### config.mk
export PLATFORM = sky130hd
export DESIGN_NAME = depth_colormap_to_yuyv_flat
export DESIGN_NICKNAME = d
export VERILOG_FILES = /design/src/sv/dcy_pkg.sv /design/src/sv/dcy_if.sv /design/src/sv/dcy_div.sv /design/src/sv/dcy_yuv.sv /design/src/sv/depth_colormap_to_yuyv.sv /design/src/flat_wrapper.sv
export SDC_FILE = /design/constraint.sdc
export NUM_CORES = 1
export LEC_CHECK = 0
export BUFFER_PORTS_ARGS = -buffer_cell sky130_fd_sc_hd__buf_2
export CAP_MARGIN = 40
export CORE_ASPECT_RATIO = 1.5
export CORE_MARGIN = 1
export CORE_UTILIZATION = 39
export DETAILED_ROUTE_END_ITERATION = 7
export PLACE_DENSITY = 0.66
export SLEW_MARGIN = 10
export SYNTH_ARGS = -nofsm -noshare
export SYNTH_HDL_FRONTEND = slang
export SYNTH_SLANG_ARGS = --single-unit
### constraint.sdc
create_clock -name clock -period 12.5 [get_ports clock]
set_input_delay 2.5 -clock clock [delete_from_list [all_inputs] [get_ports clock]]
set_output_delay 2.5 -clock clock [all_outputs]
set_load 0.01 [all_outputs]
### src/sv/dcy_pkg.sv
`default_nettype none

package dcy_pkg;

   localparam int FRAME_WIDTH  = 224;
   localparam int FRAME_HEIGHT = 172;

   localparam int DEPTH_W = 16;
   localparam int COORD_W = 9;
   localparam int STEP_W  = 13;
   localparam int SUM_W   = 32;
   localparam int CNT_W   = 17;
   localparam int AVG_W   = 15;
   localparam int QIDX_W  = 4;
   localparam int COEF_W  = 17;
   localparam int ACC_W   = 26;

   localparam int CSR_IDX_W  = 3;
   localparam int CSR_DATA_W = 13;

   // register indexes of the configuration port
   localparam logic [CSR_IDX_W-1:0] CSR_BAND_STEP  = 3'd0;
   localparam logic [CSR_IDX_W-1:0] CSR_ROI_TOP    = 3'd1;
   localparam logic [CSR_IDX_W-1:0] CSR_ROI_BOTTOM = 3'd2;
   localparam logic [CSR_IDX_W-1:0] CSR_ROI_LEFT   = 3'd3;
   localparam logic [CSR_IDX_W-1:0] CSR_ROI_RIGHT  = 3'd4;

   // top quotient bit for each use of the divider
   localparam logic [QIDX_W-1:0] RAMP_TOP_BIT = 4'd7;
   localparam logic [QIDX_W-1:0] AVG_TOP_BIT  = 4'd14;

   // colour conversion coefficients, scaled by 65536
   localparam logic signed [COEF_W-1:0] COEF_YR = 17'sd16842;
   localparam logic signed [COEF_W-1:0] COEF_YG = 17'sd33030;
   localparam logic signed [COEF_W-1:0] COEF_YB = 17'sd6422;
   localparam logic signed [COEF_W-1:0] COEF_UR = -17'sd9699;
   localparam logic signed [COEF_W-1:0] COEF_UG = -17'sd19070;
   localparam logic signed [COEF_W-1:0] COEF_UB = 17'sd28770;
   localparam logic signed [COEF_W-1:0] COEF_VR = 17'sd28770;
   localparam logic signed [COEF_W-1:0] COEF_VG = -17'sd24117;
   localparam logic signed [COEF_W-1:0] COEF_VB = -17'sd4653;

   localparam logic signed [ACC_W-1:0] Y_OFFSET = 26'sd1048576;
   localparam logic signed [ACC_W-1:0] C_OFFSET = 26'sd8388608;

   typedef struct packed {
      logic                start;
      logic [SUM_W-1:0]    dividend;
      logic [CNT_W-1:0]    divisor;
      logic [QIDX_W-1:0]   top_bit;
   } div_req_type;

   typedef struct packed {
      logic                busy;
      logic                done;
      logic [AVG_W-1:0]    quotient;
   } div_rsp_type;

   typedef struct packed {
      logic       start;
      logic [7:0] r;
      logic [7:0] g;
      logic [7:0] b;
      logic       odd;
   } yuv_req_type;

   typedef struct packed {
      logic       busy;
      logic       done;
      logic [7:0] y;
      logic [7:0] c;
   } yuv_rsp_type;

   // coefficient for one step of the multiply-accumulate sequence
   function automatic logic signed [COEF_W-1:0] yuv_coef(input logic [2:0] step,
                                                         input logic odd);
      logic signed [COEF_W-1:0] coef;
      case (step)
         3'd0:    coef = COEF_YR;
         3'd1:    coef = COEF_YG;
         3'd2:    coef = COEF_YB;
         3'd3:    coef = odd ? COEF_VR : COEF_UR;
         3'd4:    coef = odd ? COEF_VG : COEF_UG;
         3'd5:    coef = odd ? COEF_VB : COEF_UB;
         default: coef = '0;
      endcase
      return coef;
   endfunction

endpackage

`default_nettype wire

### src/sv/dcy_if.sv
`default_nettype none

interface dcy_req_if;
   logic                                  valid;
   logic                                  ready;
   logic signed [dcy_pkg::DEPTH_W-1:0]    depth_sample;

   modport source (output valid, output depth_sample, input ready);
   modport sink   (input valid, input depth_sample, output ready);
endinterface

interface dcy_rsp_if;
   logic                         valid;
   logic                         ready;
   logic [7:0]                   luma;
   logic [7:0]                   chroma;
   logic                         chroma_is_v;
   logic                         frame_end;
   logic [dcy_pkg::AVG_W-1:0]    roi_average;

   modport source (output valid, output luma, output chroma, output chroma_is_v,
                   output frame_end, output roi_average, input ready);
   modport sink   (input valid, input luma, input chroma, input chroma_is_v,
                   input frame_end, input roi_average, output ready);
endinterface

interface dcy_csr_if;
   logic                              valid;
   logic                              ready;
   logic [dcy_pkg::CSR_IDX_W-1:0]     index;
   logic [dcy_pkg::CSR_DATA_W-1:0]    data;

   modport source (output valid, output index, output data, input ready);
   modport sink   (input valid, input index, input data, output ready);
endinterface

`default_nettype wire

### src/sv/dcy_div.sv
`default_nettype none

module dcy_div (
   input  wire                   clock,
   input  wire                   reset,
   input  dcy_pkg::div_req_type  div_req,
   output dcy_pkg::div_rsp_type  div_rsp
);

   logic [dcy_pkg::SUM_W-1:0]  rem_ff, rem_in;
   logic [dcy_pkg::SUM_W-1:0]  dsh_ff, dsh_in;
   logic [dcy_pkg::AVG_W-1:0]  quo_ff, quo_in;
   logic [dcy_pkg::QIDX_W-1:0] cnt_ff, cnt_in;
   logic                       busy_ff, busy_in;
   logic                       done_ff, done_in;
   logic                       ge;

   // one restoring compare-subtract per cycle, msb of the quotient first
   assign ge = (rem_ff >= dsh_ff);

   always_comb begin
      rem_in  = rem_ff;
      dsh_in  = dsh_ff;
      quo_in  = quo_ff;
      cnt_in  = cnt_ff;
      busy_in = busy_ff;
      done_in = 1'b0;
      if (div_req.start) begin
         rem_in  = div_req.dividend;
         dsh_in  = dcy_pkg::SUM_W'(div_req.divisor) << div_req.top_bit;
         quo_in  = '0;
         cnt_in  = div_req.top_bit;
         busy_in = 1'b1;
      end else if (busy_ff) begin
         if (ge) begin
            rem_in = rem_ff - dsh_ff;
         end
         quo_in = {quo_ff[dcy_pkg::AVG_W-2:0], ge};
         dsh_in = dsh_ff >> 1;
         if (cnt_ff == '0) begin
            busy_in = 1'b0;
            done_in = 1'b1;
         end else begin
            cnt_in = cnt_ff - 1'b1;
         end
      end
   end

   always_ff @(posedge clock) begin
      if (reset) begin
         busy_ff <= 1'b0;
         done_ff <= 1'b0;
      end else begin
         busy_ff <= busy_in;
         done_ff <= done_in;
      end
      rem_ff <= rem_in;
      dsh_ff <= dsh_in;
      quo_ff <= quo_in;
      cnt_ff <= cnt_in;
   end

   assign div_rsp.busy     = busy_ff;
   assign div_rsp.done     = done_ff;
   assign div_rsp.quotient = quo_ff;

   a_start_idle: assert property (@(posedge clock) disable iff (reset)
      div_req.start |-> !busy_ff)
      else $error("divider started while busy");

   a_last_step: assert property (@(posedge clock) disable iff (reset)
      busy_ff && !div_req.start && cnt_ff == '0 |=> done_ff && !busy_ff)
      else $error("divider did not finish after its last step");

   a_done_pulse: assert property (@(posedge clock) disable iff (reset)
      done_ff |-> !busy_ff)
      else $error("divider done while still busy");

endmodule

`default_nettype wire

### src/sv/dcy_yuv.sv
`default_nettype none

module dcy_yuv (
   input  wire                   clock,
   input  wire                   reset,
   input  dcy_pkg::yuv_req_type  yuv_req,
   output dcy_pkg::yuv_rsp_type  yuv_rsp
);

   logic [2:0]                             step_ff, step_in;
   logic                                   busy_ff, busy_in;
   logic                                   done_ff, done_in;
   logic signed [dcy_pkg::ACC_W-1:0]       acc_ff, acc_in;
   logic [7:0]                             r_ff, g_ff, b_ff;
   logic                                   odd_ff;
   logic [7:0]                             y_ff, y_in;
   logic [7:0]                             c_ff, c_in;
   logic [7:0]                             x;
   logic signed [dcy_pkg::COEF_W-1:0]      coef;
   logic signed [dcy_pkg::ACC_W-1:0]       prod;
   logic signed [dcy_pkg::ACC_W-1:0]       sum;

   // steps 0..2 build Y from r, g, b, steps 3..5 build U or V
   always_comb begin
      case (step_ff)
         3'd0, 3'd3: x = r_ff;
         3'd1, 3'd4: x = g_ff;
         default:    x = b_ff;
      endcase
   end

   assign coef = dcy_pkg::yuv_coef(step_ff, odd_ff);
   assign prod = dcy_pkg::ACC_W'(coef) * dcy_pkg::ACC_W'($signed({1'b0, x}));
   assign sum  = acc_ff + prod;

   always_comb begin
      step_in = step_ff;
      busy_in = busy_ff;
      done_in = 1'b0;
      acc_in  = acc_ff;
      y_in    = y_ff;
      c_in    = c_ff;
      if (yuv_req.start) begin
         step_in = '0;
         busy_in = 1'b1;
         acc_in  = dcy_pkg::Y_OFFSET;
      end else if (busy_ff) begin
         step_in = step_ff + 1'b1;
         if (step_ff == 3'd2) begin
            y_in   = sum[23:16];
            acc_in = dcy_pkg::C_OFFSET;
         end else if (step_ff == 3'd5) begin
            c_in    = sum[23:16];
            busy_in = 1'b0;
            done_in = 1'b1;
         end else begin
            acc_in = sum;
         end
      end
   end

   always_ff @(posedge clock) begin
      if (reset) begin
         busy_ff <= 1'b0;
         done_ff <= 1'b0;
         step_ff <= '0;
      end else begin
         busy_ff <= busy_in;
         done_ff <= done_in;
         step_ff <= step_in;
      end
      acc_ff <= acc_in;
      y_ff   <= y_in;
      c_ff   <= c_in;
      if (yuv_req.start) begin
         r_ff   <= yuv_req.r;
         g_ff   <= yuv_req.g;
         b_ff   <= yuv_req.b;
         odd_ff <= yuv_req.odd;
      end
   end

   assign yuv_rsp.busy = busy_ff;
   assign yuv_rsp.done = done_ff;
   assign yuv_rsp.y    = y_ff;
   assign yuv_rsp.c    = c_ff;

   a_start_idle: assert property (@(posedge clock) disable iff (reset)
      yuv_req.start |-> !busy_ff)
      else $error("colour converter started while busy");

   a_finish: assert property (@(posedge clock) disable iff (reset)
      busy_ff && !yuv_req.start && step_ff == 3'd5 |=> done_ff && !busy_ff)
      else $error("colour converter missed its last step");

   a_step_range: assert property (@(posedge clock) disable iff (reset)
      busy_ff |-> step_ff <= 3'd5)
      else $error("colour converter step out of range");

endmodule

`default_nettype wire

### src/sv/depth_colormap_to_yuyv.sv
// Depth pixel to YUYV colour-map converter.
// req_ch takes one signed depth pixel per item, in raster order over a
// FRAME_WIDTH by FRAME_HEIGHT frame. rsp_ch returns one item per pixel: the
// Y byte and the U (even pixel) or V (odd pixel) byte of the colour-mapped
// depth, a frame end flag on the last pixel, and on that pixel the integer
// average of the positive depths inside the region of interest.
// csr_ch writes band_step and the four region bounds; it is always ready and
// is meant to be written only between items.
// Black, white and region pixels go from accept to result without the divider;
// pixels on the colour ramp also wait for the shared serial divider to work
// out the ramp fraction. The frame's last pixel, when the region counted any
// depth, also waits for the 15-bit average on the same divider. The YUV conversion
// is a single multiply-accumulate stepped through the Y and then the U or V
// products. req_ch is ready only while no item is in work, so a new item is
// taken only once the last one has handed its result to the output register.
// The result sits in an output register; a stalled receiver holds it there
// and the next item may be taken and worked on meanwhile, waiting only to
// hand its result over. Reset (synchronous) returns the counters, the sums
// and the output to empty and the registers to their reset values.
`default_nettype none

module depth_colormap_to_yuyv (
   input  wire        clock,
   input  wire        reset,
   dcy_req_if.sink    req_ch,
   dcy_rsp_if.source  rsp_ch,
   dcy_csr_if.sink    csr_ch
);

   localparam logic [2:0] ST_IDLE = 3'd0;
   localparam logic [2:0] ST_BAND = 3'd1;
   localparam logic [2:0] ST_DIV  = 3'd2;
   localparam logic [2:0] ST_YST  = 3'd3;
   localparam logic [2:0] ST_YUV  = 3'd4;
   localparam logic [2:0] ST_AVG  = 3'd5;
   localparam logic [2:0] ST_OUT  = 3'd6;

   localparam logic [2:0] BAND_RED    = 3'd1;
   localparam logic [2:0] BAND_YELLOW = 3'd2;
   localparam logic [2:0] BAND_GREEN  = 3'd3;
   localparam logic [2:0] BAND_CYAN   = 3'd4;
   localparam logic [2:0] BAND_BLUE   = 3'd5;

   localparam int DW = dcy_pkg::DEPTH_W;
   localparam int CW = dcy_pkg::COORD_W;

   logic [2:0]                    state_ff, state_in;

   logic [dcy_pkg::STEP_W-1:0]    band_step_ff;
   logic [CW-1:0]                 roi_top_ff, roi_bottom_ff, roi_left_ff, roi_right_ff;

   logic [CW-1:0]                 col_ff, col_in;
   logic [CW-1:0]                 row_ff, row_in;
   logic                          parity_ff, parity_in;
   logic [dcy_pkg::SUM_W-1:0]     sum_ff, sum_in;
   logic [dcy_pkg::CNT_W-1:0]     samples_ff, samples_in;

   logic [DW-1:0]                 depth_ff;
   logic                          in_roi_ff, last_ff, odd_ff;
   logic [dcy_pkg::SUM_W-1:0]     avg_num_ff;
   logic [dcy_pkg::CNT_W-1:0]     avg_den_ff;

   logic [2:0]                    band_ff;
   logic [7:0]                    r_ff, g_ff, b_ff;
   logic [7:0]                    y_ff, c_ff;
   logic [dcy_pkg::AVG_W-1:0]     avg_ff;

   logic                          rsp_valid_ff;
   logic [7:0]                    rsp_luma_ff, rsp_chroma_ff;
   logic                          rsp_v_ff, rsp_end_ff;
   logic [dcy_pkg::AVG_W-1:0]     rsp_avg_ff;

   logic                          req_fire, out_free, out_load;
   logic                          in_roi, depth_pos, last, counted;
   logic [dcy_pkg::SUM_W-1:0]     sum_add;
   logic [dcy_pkg::CNT_W-1:0]     samples_add;

   logic [DW-1:0]                 d, s1, s2, s3, s4, s5, num16;
   logic                          item_pos, item_zero, need_div;
   logic [2:0]                    band_sel;
   logic [dcy_pkg::STEP_W-1:0]    num;
   logic [20:0]                   ramp_dividend;
   logic [7:0]                    q8;

   dcy_pkg::div_req_type          div_req;
   dcy_pkg::div_rsp_type          div_rsp;
   dcy_pkg::yuv_req_type          yuv_req;
   dcy_pkg::yuv_rsp_type          yuv_rsp;

   // configuration port
   assign csr_ch.ready = 1'b1;

   always_ff @(posedge clock) begin
      if (reset) begin
         band_step_ff  <= dcy_pkg::STEP_W'(30);
         roi_top_ff    <= '0;
         roi_bottom_ff <= '0;
         roi_left_ff   <= '0;
         roi_right_ff  <= '0;
      end else if (csr_ch.valid && csr_ch.ready) begin
         case (csr_ch.index)
            dcy_pkg::CSR_BAND_STEP:  band_step_ff  <= csr_ch.data;
            dcy_pkg::CSR_ROI_TOP:    roi_top_ff    <= csr_ch.data[CW-1:0];
            dcy_pkg::CSR_ROI_BOTTOM: roi_bottom_ff <= csr_ch.data[CW-1:0];
            dcy_pkg::CSR_ROI_LEFT:   roi_left_ff   <= csr_ch.data[CW-1:0];
            dcy_pkg::CSR_ROI_RIGHT:  roi_right_ff  <= csr_ch.data[CW-1:0];
            default: ;
         endcase
      end
   end

   // frame position and region statistics, updated as an item is taken
   assign req_ch.ready = (state_ff == ST_IDLE);
   assign req_fire     = req_ch.valid && req_ch.ready;

   assign in_roi = (row_ff >= roi_top_ff) && (row_ff < roi_bottom_ff) &&
                   (col_ff >= roi_left_ff) && (col_ff < roi_right_ff);
   assign depth_pos = !req_ch.depth_sample[DW-1] && (req_ch.depth_sample != '0);
   assign counted   = in_roi && depth_pos;
   assign last = (col_ff >= CW'(dcy_pkg::FRAME_WIDTH - 1)) &&
                 (row_ff >= CW'(dcy_pkg::FRAME_HEIGHT - 1));
   assign sum_add     = sum_ff + {{(dcy_pkg::SUM_W-DW+1){1'b0}}, req_ch.depth_sample[DW-2:0]};
   assign samples_add = samples_ff + 1'b1;

   always_comb begin
      col_in     = col_ff;
      row_in     = row_ff;
      parity_in  = parity_ff;
      sum_in     = sum_ff;
      samples_in = samples_ff;
      if (req_fire) begin
         if (last) begin
            col_in     = '0;
            row_in     = '0;
            parity_in  = 1'b0;
            sum_in     = '0;
            samples_in = '0;
         end else begin
            parity_in = !parity_ff;
            if (col_ff >= CW'(dcy_pkg::FRAME_WIDTH - 1)) begin
               col_in = '0;
               row_in = row_ff + 1'b1;
            end else begin
               col_in = col_ff + 1'b1;
            end
            if (counted) begin
               sum_in     = sum_add;
               samples_in = samples_add;
            end
         end
      end
   end

   // band of the ramp and the fraction numerator
   assign item_zero = (depth_ff == '0);
   assign item_pos  = !depth_ff[DW-1] && !item_zero;
   assign d  = {1'b0, depth_ff[DW-2:0]};
   assign s1 = DW'(band_step_ff);
   assign s2 = s1 << 1;
   assign s3 = s1 + s2;
   assign s4 = s1 << 2;
   assign s5 = s1 + s4;

   always_comb begin
      if (d <= s1) begin
         band_sel = BAND_RED;
         num16    = d;
      end else if (d <= s2) begin
         band_sel = BAND_YELLOW;
         num16    = d - s1;
      end else if (d <= s3) begin
         band_sel = BAND_GREEN;
         num16    = s3 - d;
      end else if (d <= s4) begin
         band_sel = BAND_CYAN;
         num16    = d - s3;
      end else begin
         band_sel = BAND_BLUE;
         num16    = s5 - d;
      end
   end

   assign num           = num16[dcy_pkg::STEP_W-1:0];
   assign ramp_dividend = {num, 8'b0} - 21'(num);
   assign need_div      = !in_roi_ff && item_pos && (band_step_ff != '0) && (d <= s5);
   assign q8            = div_rsp.quotient[7:0];

   // sequencer
   always_comb begin
      state_in = state_ff;
      case (state_ff)
         ST_IDLE: if (req_fire) state_in = ST_BAND;
         ST_BAND: state_in = need_div ? ST_DIV : ST_YST;
         ST_DIV:  if (div_rsp.done) state_in = ST_YST;
         ST_YST:  state_in = ST_YUV;
         ST_YUV: begin
            if (yuv_rsp.done) begin
               state_in = (last_ff && avg_den_ff != '0) ? ST_AVG : ST_OUT;
            end
         end
         ST_AVG:  if (div_rsp.done) state_in = ST_OUT;
         ST_OUT:  if (out_free) state_in = ST_IDLE;
         default: state_in = ST_IDLE;
      endcase
   end

   always_comb begin
      div_req.start = ((state_ff == ST_BAND) && need_div) ||
                      ((state_ff == ST_YUV) && yuv_rsp.done && last_ff &&
                       (avg_den_ff != '0));
      if (state_ff == ST_BAND) begin
         div_req.dividend = dcy_pkg::SUM_W'(ramp_dividend);
         div_req.divisor  = dcy_pkg::CNT_W'(band_step_ff);
         div_req.top_bit  = dcy_pkg::RAMP_TOP_BIT;
      end else begin
         div_req.dividend = avg_num_ff;
         div_req.divisor  = avg_den_ff;
         div_req.top_bit  = dcy_pkg::AVG_TOP_BIT;
      end
   end

   assign yuv_req.start = (state_ff == ST_YST);
   assign yuv_req.r     = r_ff;
   assign yuv_req.g     = g_ff;
   assign yuv_req.b     = b_ff;
   assign yuv_req.odd   = odd_ff;

   dcy_div u_div (
      .clock   (clock),
      .reset   (reset),
      .div_req (div_req),
      .div_rsp (div_rsp)
   );

   dcy_yuv u_yuv (
      .clock   (clock),
      .reset   (reset),
      .yuv_req (yuv_req),
      .yuv_rsp (yuv_rsp)
   );

   assign out_free = !rsp_valid_ff || rsp_ch.ready;
   assign out_load = (state_ff == ST_OUT) && out_free;

   always_ff @(posedge clock) begin
      if (reset) begin
         state_ff     <= ST_IDLE;
         col_ff       <= '0;
         row_ff       <= '0;
         parity_ff    <= 1'b0;
         sum_ff       <= '0;
         samples_ff   <= '0;
         rsp_valid_ff <= 1'b0;
      end else begin
         state_ff   <= state_in;
         col_ff     <= col_in;
         row_ff     <= row_in;
         parity_ff  <= parity_in;
         sum_ff     <= sum_in;
         samples_ff <= samples_in;
         if (out_load) begin
            rsp_valid_ff <= 1'b1;
         end else if (rsp_ch.ready) begin
            rsp_valid_ff <= 1'b0;
         end
      end

      if (req_fire) begin
         depth_ff   <= req_ch.depth_sample;
         in_roi_ff  <= in_roi;
         last_ff    <= last;
         odd_ff     <= parity_ff;
         avg_num_ff <= counted ? sum_add : sum_ff;
         avg_den_ff <= counted ? samples_add : samples_ff;
      end

      if (state_ff == ST_BAND) begin
         band_ff <= band_sel;
         if (in_roi_ff || !item_zero) begin
            r_ff <= 8'hFF;
            g_ff <= 8'hFF;
            b_ff <= 8'hFF;
         end else begin
            r_ff <= 8'h00;
            g_ff <= 8'h00;
            b_ff <= 8'h00;
         end
      end

      if ((state_ff == ST_DIV) && div_rsp.done) begin
         case (band_ff)
            BAND_RED:    begin r_ff <= q8;    g_ff <= 8'h00; b_ff <= 8'h00; end
            BAND_YELLOW: begin r_ff <= 8'hFF; g_ff <= q8;    b_ff <= 8'h00; end
            BAND_GREEN:  begin r_ff <= q8;    g_ff <= 8'hFF; b_ff <= 8'h00; end
            BAND_CYAN:   begin r_ff <= 8'h00; g_ff <= 8'hFF; b_ff <= q8;    end
            default:     begin r_ff <= 8'h00; g_ff <= q8;    b_ff <= 8'hFF; end
         endcase
      end

      if ((state_ff == ST_YUV) && yuv_rsp.done) begin
         y_ff   <= yuv_rsp.y;
         c_ff   <= yuv_rsp.c;
         avg_ff <= '0;
      end
      if ((state_ff == ST_AVG) && div_rsp.done) begin
         avg_ff <= div_rsp.quotient;
      end

      if (out_load) begin
         rsp_luma_ff   <= y_ff;
         rsp_chroma_ff <= c_ff;
         rsp_v_ff      <= odd_ff;
         rsp_end_ff    <= last_ff;
         rsp_avg_ff    <= avg_ff;
      end
   end

   assign rsp_ch.valid       = rsp_valid_ff;
   assign rsp_ch.luma        = rsp_luma_ff;
   assign rsp_ch.chroma      = rsp_chroma_ff;
   assign rsp_ch.chroma_is_v = rsp_v_ff;
   assign rsp_ch.frame_end   = rsp_end_ff;
   assign rsp_ch.roi_average = rsp_avg_ff;

   a_div_idle: assert property (@(posedge clock) disable iff (reset)
      (state_ff == ST_IDLE || state_ff == ST_OUT) |-> !div_rsp.busy && !yuv_rsp.busy)
      else $error("arithmetic unit busy with no item in work");

   a_frame_restart: assert property (@(posedge clock) disable iff (reset)
      out_load && last_ff |-> col_ff == '0 && row_ff == '0 && !parity_ff)
      else $error("frame counters not restarted after the last pixel");

   a_avg_only_at_end: assert property (@(posedge clock) disable iff (reset)
      rsp_valid_ff && !rsp_end_ff |-> rsp_avg_ff == '0)
      else $error("average reported on a pixel that does not end the frame");

endmodule

`default_nettype wire
### src/flat_wrapper.sv
// flat-port wrapper written by rule: the top's interface ports become plain ports
module depth_colormap_to_yuyv_flat 
  (clock, reset, req_ch_valid, req_ch_depth_sample, req_ch_ready, rsp_ch_valid, rsp_ch_luma, rsp_ch_chroma, rsp_ch_chroma_is_v, rsp_ch_frame_end, rsp_ch_roi_average, rsp_ch_ready, csr_ch_valid, csr_ch_index, csr_ch_data, csr_ch_ready);
  dcy_req_if req_ch_i ();
  dcy_rsp_if rsp_ch_i ();
  dcy_csr_if csr_ch_i ();
  input  wire clock;
  input  wire reset;
  input wire logic [$bits(req_ch_i.valid)-1:0] req_ch_valid;
  input wire logic [$bits(req_ch_i.depth_sample)-1:0] req_ch_depth_sample;
  output wire logic [$bits(req_ch_i.ready)-1:0] req_ch_ready;
  output wire logic [$bits(rsp_ch_i.valid)-1:0] rsp_ch_valid;
  output wire logic [$bits(rsp_ch_i.luma)-1:0] rsp_ch_luma;
  output wire logic [$bits(rsp_ch_i.chroma)-1:0] rsp_ch_chroma;
  output wire logic [$bits(rsp_ch_i.chroma_is_v)-1:0] rsp_ch_chroma_is_v;
  output wire logic [$bits(rsp_ch_i.frame_end)-1:0] rsp_ch_frame_end;
  output wire logic [$bits(rsp_ch_i.roi_average)-1:0] rsp_ch_roi_average;
  input wire logic [$bits(rsp_ch_i.ready)-1:0] rsp_ch_ready;
  input wire logic [$bits(csr_ch_i.valid)-1:0] csr_ch_valid;
  input wire logic [$bits(csr_ch_i.index)-1:0] csr_ch_index;
  input wire logic [$bits(csr_ch_i.data)-1:0] csr_ch_data;
  output wire logic [$bits(csr_ch_i.ready)-1:0] csr_ch_ready;
  assign req_ch_i.valid = req_ch_valid;
  assign req_ch_i.depth_sample = req_ch_depth_sample;
  assign req_ch_ready = req_ch_i.ready;
  assign rsp_ch_valid = rsp_ch_i.valid;
  assign rsp_ch_luma = rsp_ch_i.luma;
  assign rsp_ch_chroma = rsp_ch_i.chroma;
  assign rsp_ch_chroma_is_v = rsp_ch_i.chroma_is_v;
  assign rsp_ch_frame_end = rsp_ch_i.frame_end;
  assign rsp_ch_roi_average = rsp_ch_i.roi_average;
  assign rsp_ch_i.ready = rsp_ch_ready;
  assign csr_ch_i.valid = csr_ch_valid;
  assign csr_ch_i.index = csr_ch_index;
  assign csr_ch_i.data = csr_ch_data;
  assign csr_ch_ready = csr_ch_i.ready;
  depth_colormap_to_yuyv u_core (.clock(clock), .reset(reset), .req_ch(req_ch_i), .rsp_ch(rsp_ch_i), .csr_ch(csr_ch_i));
endmodule
# Yosys cells after proc, flatten, opt, wreduce, memory -nomap -nowiden
# Index checks and enable logic that the tools add are counted.
op_classes:
  n_addsub: 15
  multipliers: 1
  shift: 1
  reduce_logical: 63
  order_cmp: 12
  n_div: 0
  n_mux: 61
  eq_ne: 26
  bitwise: 4
op_table:
  columns: ["operator", "count"]
  rows:
  - ["$mux W32", 7]
  - ["$pmux W17 S6", 1]
  - ["$mux W17", 4]
  - ["$mux W13", 5]
  - ["$pmux W8 S2", 4]
  - ["$mux W53", 1]
  - ["$mux W26", 2]
  - ["$sub A13 B13 Y13", 4]
  - ["$mux W8", 5]
  - ["$mux W9", 4]
  - ["$add A32 B15 Y32", 1]
  - ["$ge A32 B32 Y1", 1]
  - ["$shl A17 B4 Y32", 1]
  - ["$sub A32 B32 Y32", 1]
  - ["$le A15 B15 Y1", 2]
  - ["$mux W15", 2]
  - ["$add A26 B26 Y26", 1]
  - ["$mul A17 B9 Y26", 1]
  - ["$eq A3 B2 Y1 const B", 8]
  - ["$eq A3 B3 Y1 const B", 7]
  - ["$pmux W3 S7", 1]
  - ["$sub A21 B13 Y21", 1]
  - ["$logic_and A1 B1 Y1", 19]
  - ["$add A9 B1 Y9 const B", 2]
  - ["other kinds (35)", 98]
totals:
  n_memories: 0
  regBits: 437
  latchBits: 0
  output_inout_bits: 36
  input_bits: 37
  romBits: 0
  ramBits: 0

# Longest topological paths before layout
# Gate-level depths: netlist (run 1).
logic_depth:
  depth_word: 10
  mapped_depth: 33

# By module
# From an unflattened synthesis (run 1), not the netlist that was laid out.
hier_totals:
  hier_cells: 3591
  hier_area_um2: 32782.7
by_module_without_submodules:
  columns: ["mod", "cells_per_inst", "seq_area_each_um2", "area_per_inst_um2", "instances"]
  rows:
  - ["depth_colormap_to_yuyv", 2054, 7196.9, 18640.4, 1]
  - ["dcy_yuv", 839, 1811.7, 7920.1, 1]
  - ["dcy_div", 698, 2382.3, 6222.2, 1]

# Worst setup path after synthesis (run 1)
# Ideal clock, no wire load.
synth_path:
  path_type: "reg-to-reg"
  startpoint: "reg u_core.u_yuv.step_ff[1]"
  endpoint: "reg u_core.u_yuv.acc_ff[23] (netlist bit)"
  t_arrival_ps: 7179
  t_required_ps: 12380
  n_path_buf: 3
  path_stages_with_launch: 32
  setup_slack_ps: 5201
  path_cell_list: "dfxtp_1 clkbuf_1 inv_1 ha_1 clkbuf_1 inv_1 o21ai_1 a22oi_1 a21oi_1 clkbuf_1 nand2_1 fa_1 inv_1 fa_1 inv_1 fa_1 inv_1 fa_1 inv_1 fa_1 inv_1 ha_1 or3_1 o211ai_1 a31oi_1 nand2b_1 nand2_1 a31o_2 a2111oi_0 nor3_1 xnor2_1 o31a_1"
synth_between:
  elab_chain_cells: 7
synth_rtl:
  columns: ["item", "line_no", "text"]
  rows:
  - ["start: declaration", "dcy_yuv.sv:10", "logic [2:0] step_ff, step_in;"]
  - ["start signal: assignment", "dcy_yuv.sv:70", "step_ff <= step_in;"]
  - ["$eq A3 B3 Y1, or another cell as far along", "dcy_pkg.sv:78, dcy_yuv.sv:25", null]
  - ["$reduce_or A2 Y1", "dcy_yuv.sv:25", "case (step_ff)"]
  - ["$pmux W8 S2", "dcy_yuv.sv:25", null]
  - ["$mul A17 B9 Y26 *", "dcy_yuv.sv:33", "assign prod = dcy_pkg::ACC_W'(coef) * dcy_pkg::ACC_W'($signed({1'b0, x}));"]
  - ["$add A26 B26 Y26 *", "dcy_yuv.sv:34", "assign sum = acc_ff + prod;"]
  - ["via u_core.u_yuv.sum (one bit)", "dcy_yuv.sv:21", "logic signed [dcy_pkg::ACC_W-1:0] sum;"]
  - ["$mux W26 *", "dcy_yuv.sv:52", "end else if (step_ff == 3'd5) begin"]
  - ["$mux W26 *", "dcy_yuv.sv:49", "if (step_ff == 3'd2) begin"]
  - ["end signal: assignment", "dcy_yuv.sv:72", "acc_ff <= acc_in;"]
  - ["end: declaration", "dcy_yuv.sv:13", "logic signed [dcy_pkg::ACC_W-1:0] acc_ff, acc_in;"]
# The timed path passes the listed nets; every way through them passes the cells marked *. The select of a mux whose other input is x is not followed.
# A chain may end at the register's enable or synchronous reset.

# Worst setup path in the final report (run 1)
# Same ends and word-level chain as after synthesis.

==> run metrics, run 1 <==
GRT Util Overall 19.9%; CP Capture Type flop; clk slew on worst S/H paths 70 ps; Core Area 0.0777 mm^2; Netlist cell types 96; PnR worst setup slack 4250 ps; Register Area 0.0114 mm^2; hold_ws 414 ps; nets 3,733; Setup Viol. Count Final 0; register area share after synthesis 37.0%; maximum VDD drop 277 uV; slowest CP cell a21oi_1; HPWL Detailed 61.2 mm; Period minus WS final 8250 ps; Crit Path Max Fanout 21; CTS buffer count 45; delay-heaviest family, CP adder cells; post-cts sizing count 0; Required @ worst endpoint 12,990 ps; Async SR Flop Fraction 0%; antenna cell count 0; setup_tns 0 ps; post-detailed-route count of antenna-violating nets 0; Root Driver clkbuf_16; WL per Instance 18.3 um; power per cell area 273 mW/mm^2; # hold bufs at CTS 0; Die Ht 346 um; initial antenna violation count 1; Worst-Margin Slew 867 ps; row count 125; Die W 231 um; Syn. warnings 0; slowest stage delay, CP 690 ps; clk sinks 435; Leak Pwr 0.0137 uW; DRC Markers 0; Multi-input gate area 0.0177 mm^2; dpl ws 4320 ps; vias 23,800; Top cell by count, worst path inv_1; EDFF count, synth 268; pin count of the biggest net entering global routing 69; CTS tree built; Worst Path Buf+Inv 7; met2 wire length 41.9 mm; htree depth 2; pins over their slew limit 0; Post-synth top flop edfxtp_1; Metal-1 WL 30.4 mm; Layout Cell Area excl Fill 0.0339 mm^2; number of global-route vias before repair 23,800; gpl congestion 0.973; Tcrit/Tclk final 66.0%; worst setup path category flop to flop; RSZ-0062 raised after global routing false; vias per cell 5.48; Clock Latency Late Sink 610 ps; Mapped Nets 3,699; MaxCap Viol Count 0; Die ar. 0.0801 mm^2; DRT Pass-1 Iters 5; Max clock buf depth 3; Worst Skew 25.1 ps; global-route wire length before repair 127 mm; class of the worst hold path flop to flop; Post-Syn Instances 3,263; I/O pin cnt 73; status complete, no violations; Post-Route WL 79.4 mm; post-synthesis register bit count 435; P&R area growth vs syn 10.0%; WL met3 2.97 mm; Top Metal Used met4; synthesized area per cell 9.44 um^2; initial DRC count 1,357; fill cell count 7,462; final hold vios 0; layout cells sized above 1 7.44%; Post-Syn Area 0.0308 mm^2; Max-slew headroom 42.2%; Critical Path Start Type flop; DP Area 0.0323 mm^2; fmax 0.121 GHz; CP arrival 8740 ps; Post-CTS Setup Inserts 0; PortBufs 71; Initial Util 39.6%; grt ovf 0
[power breakdown]
part / switching, uW / leakage (uW) / internal [uW]
sequential: 130 / 0.00365 / 1890
combinational: 3370 / 0.00929 / 2440
clock: 597 / 0.000754 / 837
[registers in the layout, summed over array words and instances (netlist names), 15 cells and up]
name and flops:
u_core.avg_den_ff 17, u_core.avg_ff 15, u_core.avg_num_ff 32, u_core.depth_ff 16, u_core.rsp_ch.roi_average 15, u_core.samples_ff 17, u_core.sum_ff 32, u_core.u_div.dsh_ff 32
u_core.u_div.quo_ff 15, u_core.u_div.rem_ff 32, u_core.u_yuv.acc_ff 24
[logic make-up after synthesis]
logic type / Yosys count / share of synthesized area [%]
AOI/OAI and AO/OA: 800 / 17.1
xor gates and xnor gates: 176 / 5.01
adders and majority gates: 399 / 19.4
buffers and inverters: 464 / 5.79
DFF: 435 / 37.0
muxes: 37 / 1.27
other: 2 / 0.0244
and+or+nand+nor: 950 / 14.5
[final cells by class]
type / instances / share of cell area (%)
multi-input combinational: 2364 / 52.1
sequential: 435 / 33.6
inverter: 348 / 3.86
tap: 1016 / 3.75
clock buffer: 65 / 3.74
timing repair buffer: 103 / 2.06
clock inverter: 19 / 0.849
[cells in the final DEF, fill, tap and decap left out, types with 57 or more instances in the layout]
master	netlist	final
dfxtp_1	167	167
edfxtp_1	268	268
xnor2_1	119	119
nand3_1	64	64
o21ai_0	156	154
buf_2	15	70
a21o_1	80	80
nand2_1	309	308
nor2_1	276	272
nor3_1	65	64
ha_1	269	269
inv_1	347	346
a21oi_1	226	225
fa_1	130	130
xor2_1	57	57
[final timing paths]
check / to / cells past startpoint / slack (ps) / startpoint
hold reg to reg: u_core.u_yuv.g_ff[1] / 0 / 410 / u_core.g_ff[1]
setup / recovery: u_core.u_yuv.acc_ff[23] / 28 / 4250 / u_core.u_yuv.step_ff[1]
setup reg to reg: u_core.u_yuv.acc_ff[23] / 28 / 4250 / u_core.u_yuv.step_ff[1]
hold / removal: u_core.u_yuv.g_ff[1] / 0 / 410 / u_core.g_ff[1]
[metrics by stage]
stage               util [%]  power (uW)  std cells
global placement        41.4        7750       4259
global route            43.6       10200       4350
detailed placement      41.6        7860       4266
floorplan                  -        6640       3263
CTS                     43.6        9320       4350
finish                  43.6        9260       4350
[metal layers]
metal,vias to the layer above,global-route usage [%]
met5,-,0
met4,0,10.2
met3,226,2.36
met2,602,37.1
met1,11400,21.7
li1,11600,-
[Yosys cell counts, types with 33 or more instances]
cell	count	area share (%)
a31oi_1	38	0.77
o21ai_0	156	2.5
ha_1	269	11
inv_1	347	4.2
a21o_1	80	2.0
xnor2_1	119	3.4
a22oi_1	38	0.93
fa_1	130	8.5
edfxtp_1	268	26
nand3_1	64	1.0
a21oi_1	226	3.7
nand2_1	309	3.8
dfxtp_1	167	11
xor2_1	57	1.6
and2_1	33	0.67
nor2b_1	35	0.71
clkbuf_1	89	1.1
nor3_1	65	1.1
nor2_1	276	3.4
Note: power is estimated with default switching activity, not from simulation.
==> run 2, diff against run 1 <==
==> constraint.sdc (replaced) <==
create_clock -name clock -period 7.95 [get_ports clock]
set_input_delay 1.59 -clock clock [delete_from_list [all_inputs] [get_ports clock]]
set_output_delay 1.59 -clock clock [all_outputs]
set_load 0.01 [all_outputs]
==> run metrics, run 2 (synthesis gave the netlist of run 1 again) <==
CTS buffer count 46; CTS tree built; Top cell by count, worst path a21oi_1; Die Ht 346 um; Metal-1 WL 30.3 mm; # hold bufs at CTS 0; Die W 231 um; PnR worst setup slack 519 ps; vias per cell 5.42; DRC Markers 0; pins over their slew limit 0; Worst-Margin Slew 857 ps; CP arrival 7780 ps; GRT Util Overall 20.0%; Leak Pwr 0.0138 uW; Setup Viol. Count Final 0; row count 125; Clock Latency Late Sink 610 ps; slowest CP cell dfxtp_1; MaxCap Viol Count 0; vias 23,700; P&R area growth vs syn 10.7%; Tcrit/Tclk final 93.5%; met2 wire length 42.1 mm; initial DRC count 1,254; CP Capture Type flop; WL per Instance 18.3 um; antenna cell count 0; Die ar. 0.0801 mm^2; clk sinks 435; Post-CTS Setup Inserts 0; fmax 0.135 GHz; non-filler cells, final 4,374; clk slew on worst S/H paths 60 ps; pin count of the biggest net entering global routing 65; RSZ-0062 raised after global routing false; cells on worst reg2reg path 30; htree depth 2; gpl congestion 0.954; Worst Skew 36.1 ps; Initial Util 39.6%; grt ovf 0; slowest stage delay, CP 500 ps; post-detailed-route count of antenna-violating nets 0; commonest non-fill, non-tap cell in the layout inv_1; setup_tns 0 ps; Critical Path Start Type flop; Final Util 43.9%; I/O pin cnt 73; worst setup path category flop to flop; initial antenna violation count 1; global-route wire length before repair 127 mm; placed insts 4,289; PortBufs 71; Period minus WS final 7430 ps; Post-Route WL 80.2 mm; WL met3 2.84 mm; power per cell area 431 mW/mm^2; final hold vios 0; Core Area 0.0777 mm^2; class of the worst hold path flop to flop; layout cells sized above 1 8.28%; Max clock buf depth 3; HPWL Detailed 62.4 mm; number of global-route vias before repair 23,800; nets 3,757; Max-slew headroom 42.4%; hold_ws 413 ps; Root Driver clkbuf_16; DRT Pass-1 Iters 7; Required @ worst endpoint 8300 ps; dpl ws 348 ps; Hold Path Stages 0; status complete, no violations; Top Metal Used met4; maximum VDD drop 456 uV; fill cell count 7,557; Crit Path Max Fanout 9; most frequent cells in the layout 346 x inv_1, 308 x nand2_1, 272 x nor2_1
==> run 2: changes by cell type in the layout (fill, tap and decap cells not counted), moves of 2 or more <==
| cell | previous run | this run |
|---|---|---|
| buf_16 | 4 | 1 |
| clkinv_1 | 3 | 6 |
| clkinvlp_4 | 1 | 3 |
| clkbuf_1 | 14 | 9 |
| buf_4 | 27 | 51 |
==> run 2: worst max-delay path, delay by kind of cell, from the launching register on <==
kind	cells	cell delay, ps
AND/OR/NAND/NOR	8	1530
buffers and inverters	2	420
XOR/XNOR	2	400
adder cells (fa/ha/maj)	3	1250
flip-flops	1	500
AO/OA/AOI/OAI	15	3050
==> run 2: cell type report <==
class	instances	area, um^2	share of cell area (%)
clock buffer	59	1240	3.64
clock inverter	26	347	1.02
inverter	348	1310	3.84
multi-input combinational	2364	17700	51.9
sequential	435	11400	33.4
tap	1016	1270	3.73
timing repair buffer	126	831	2.44
==> run 2: where the power goes <==
group	total [uW]	internal [uW]	switching [uW]
Clock	2250	1310	940
Sequential	3170	2960	208
Combinational	9270	3870	5400
Total	14700	8150	6550
==> run 2: final timing paths <==
check	start	end	slack, ps
worst max-delay path	u_core.band_step_ff[2]	u_core.u_div.rem_ff[20]	520
worst min-delay path	u_core.u_yuv.y_ff[0]	u_core.y_ff[0]	410
worst max register to register	u_core.band_step_ff[2]	u_core.u_div.rem_ff[20]	520
worst min register to register	u_core.u_yuv.y_ff[0]	u_core.y_ff[0]	410
==> run 2: layer usage <==
metal	global-route usage [%]	up-vias
li1	-	11600
met1	21.4	11400
met2	37.2	532
met3	2.24	207
met4	11.8	0
met5	0	-
==> run 2: what timing repair did <==
item	in CTS	in global routing
resized for setup	0	5
endpoints found under the setup margin	0	4
hold endpoints to repair	0	0
==> run 2: stage by stage <==
| step | cell area [um^2] | total power, uW |
|---|---|---|
| 2_1_floorplan | 30800 | 10400 |
| 3_3_place_gp | 32400 | 12300 |
| 3_5_place_dp | 32500 | 12500 |
| 4_1_cts | 34100 | 14800 |
| 5_1_grt | 34100 | 16100 |
| 6_report | 34100 | 14700 |
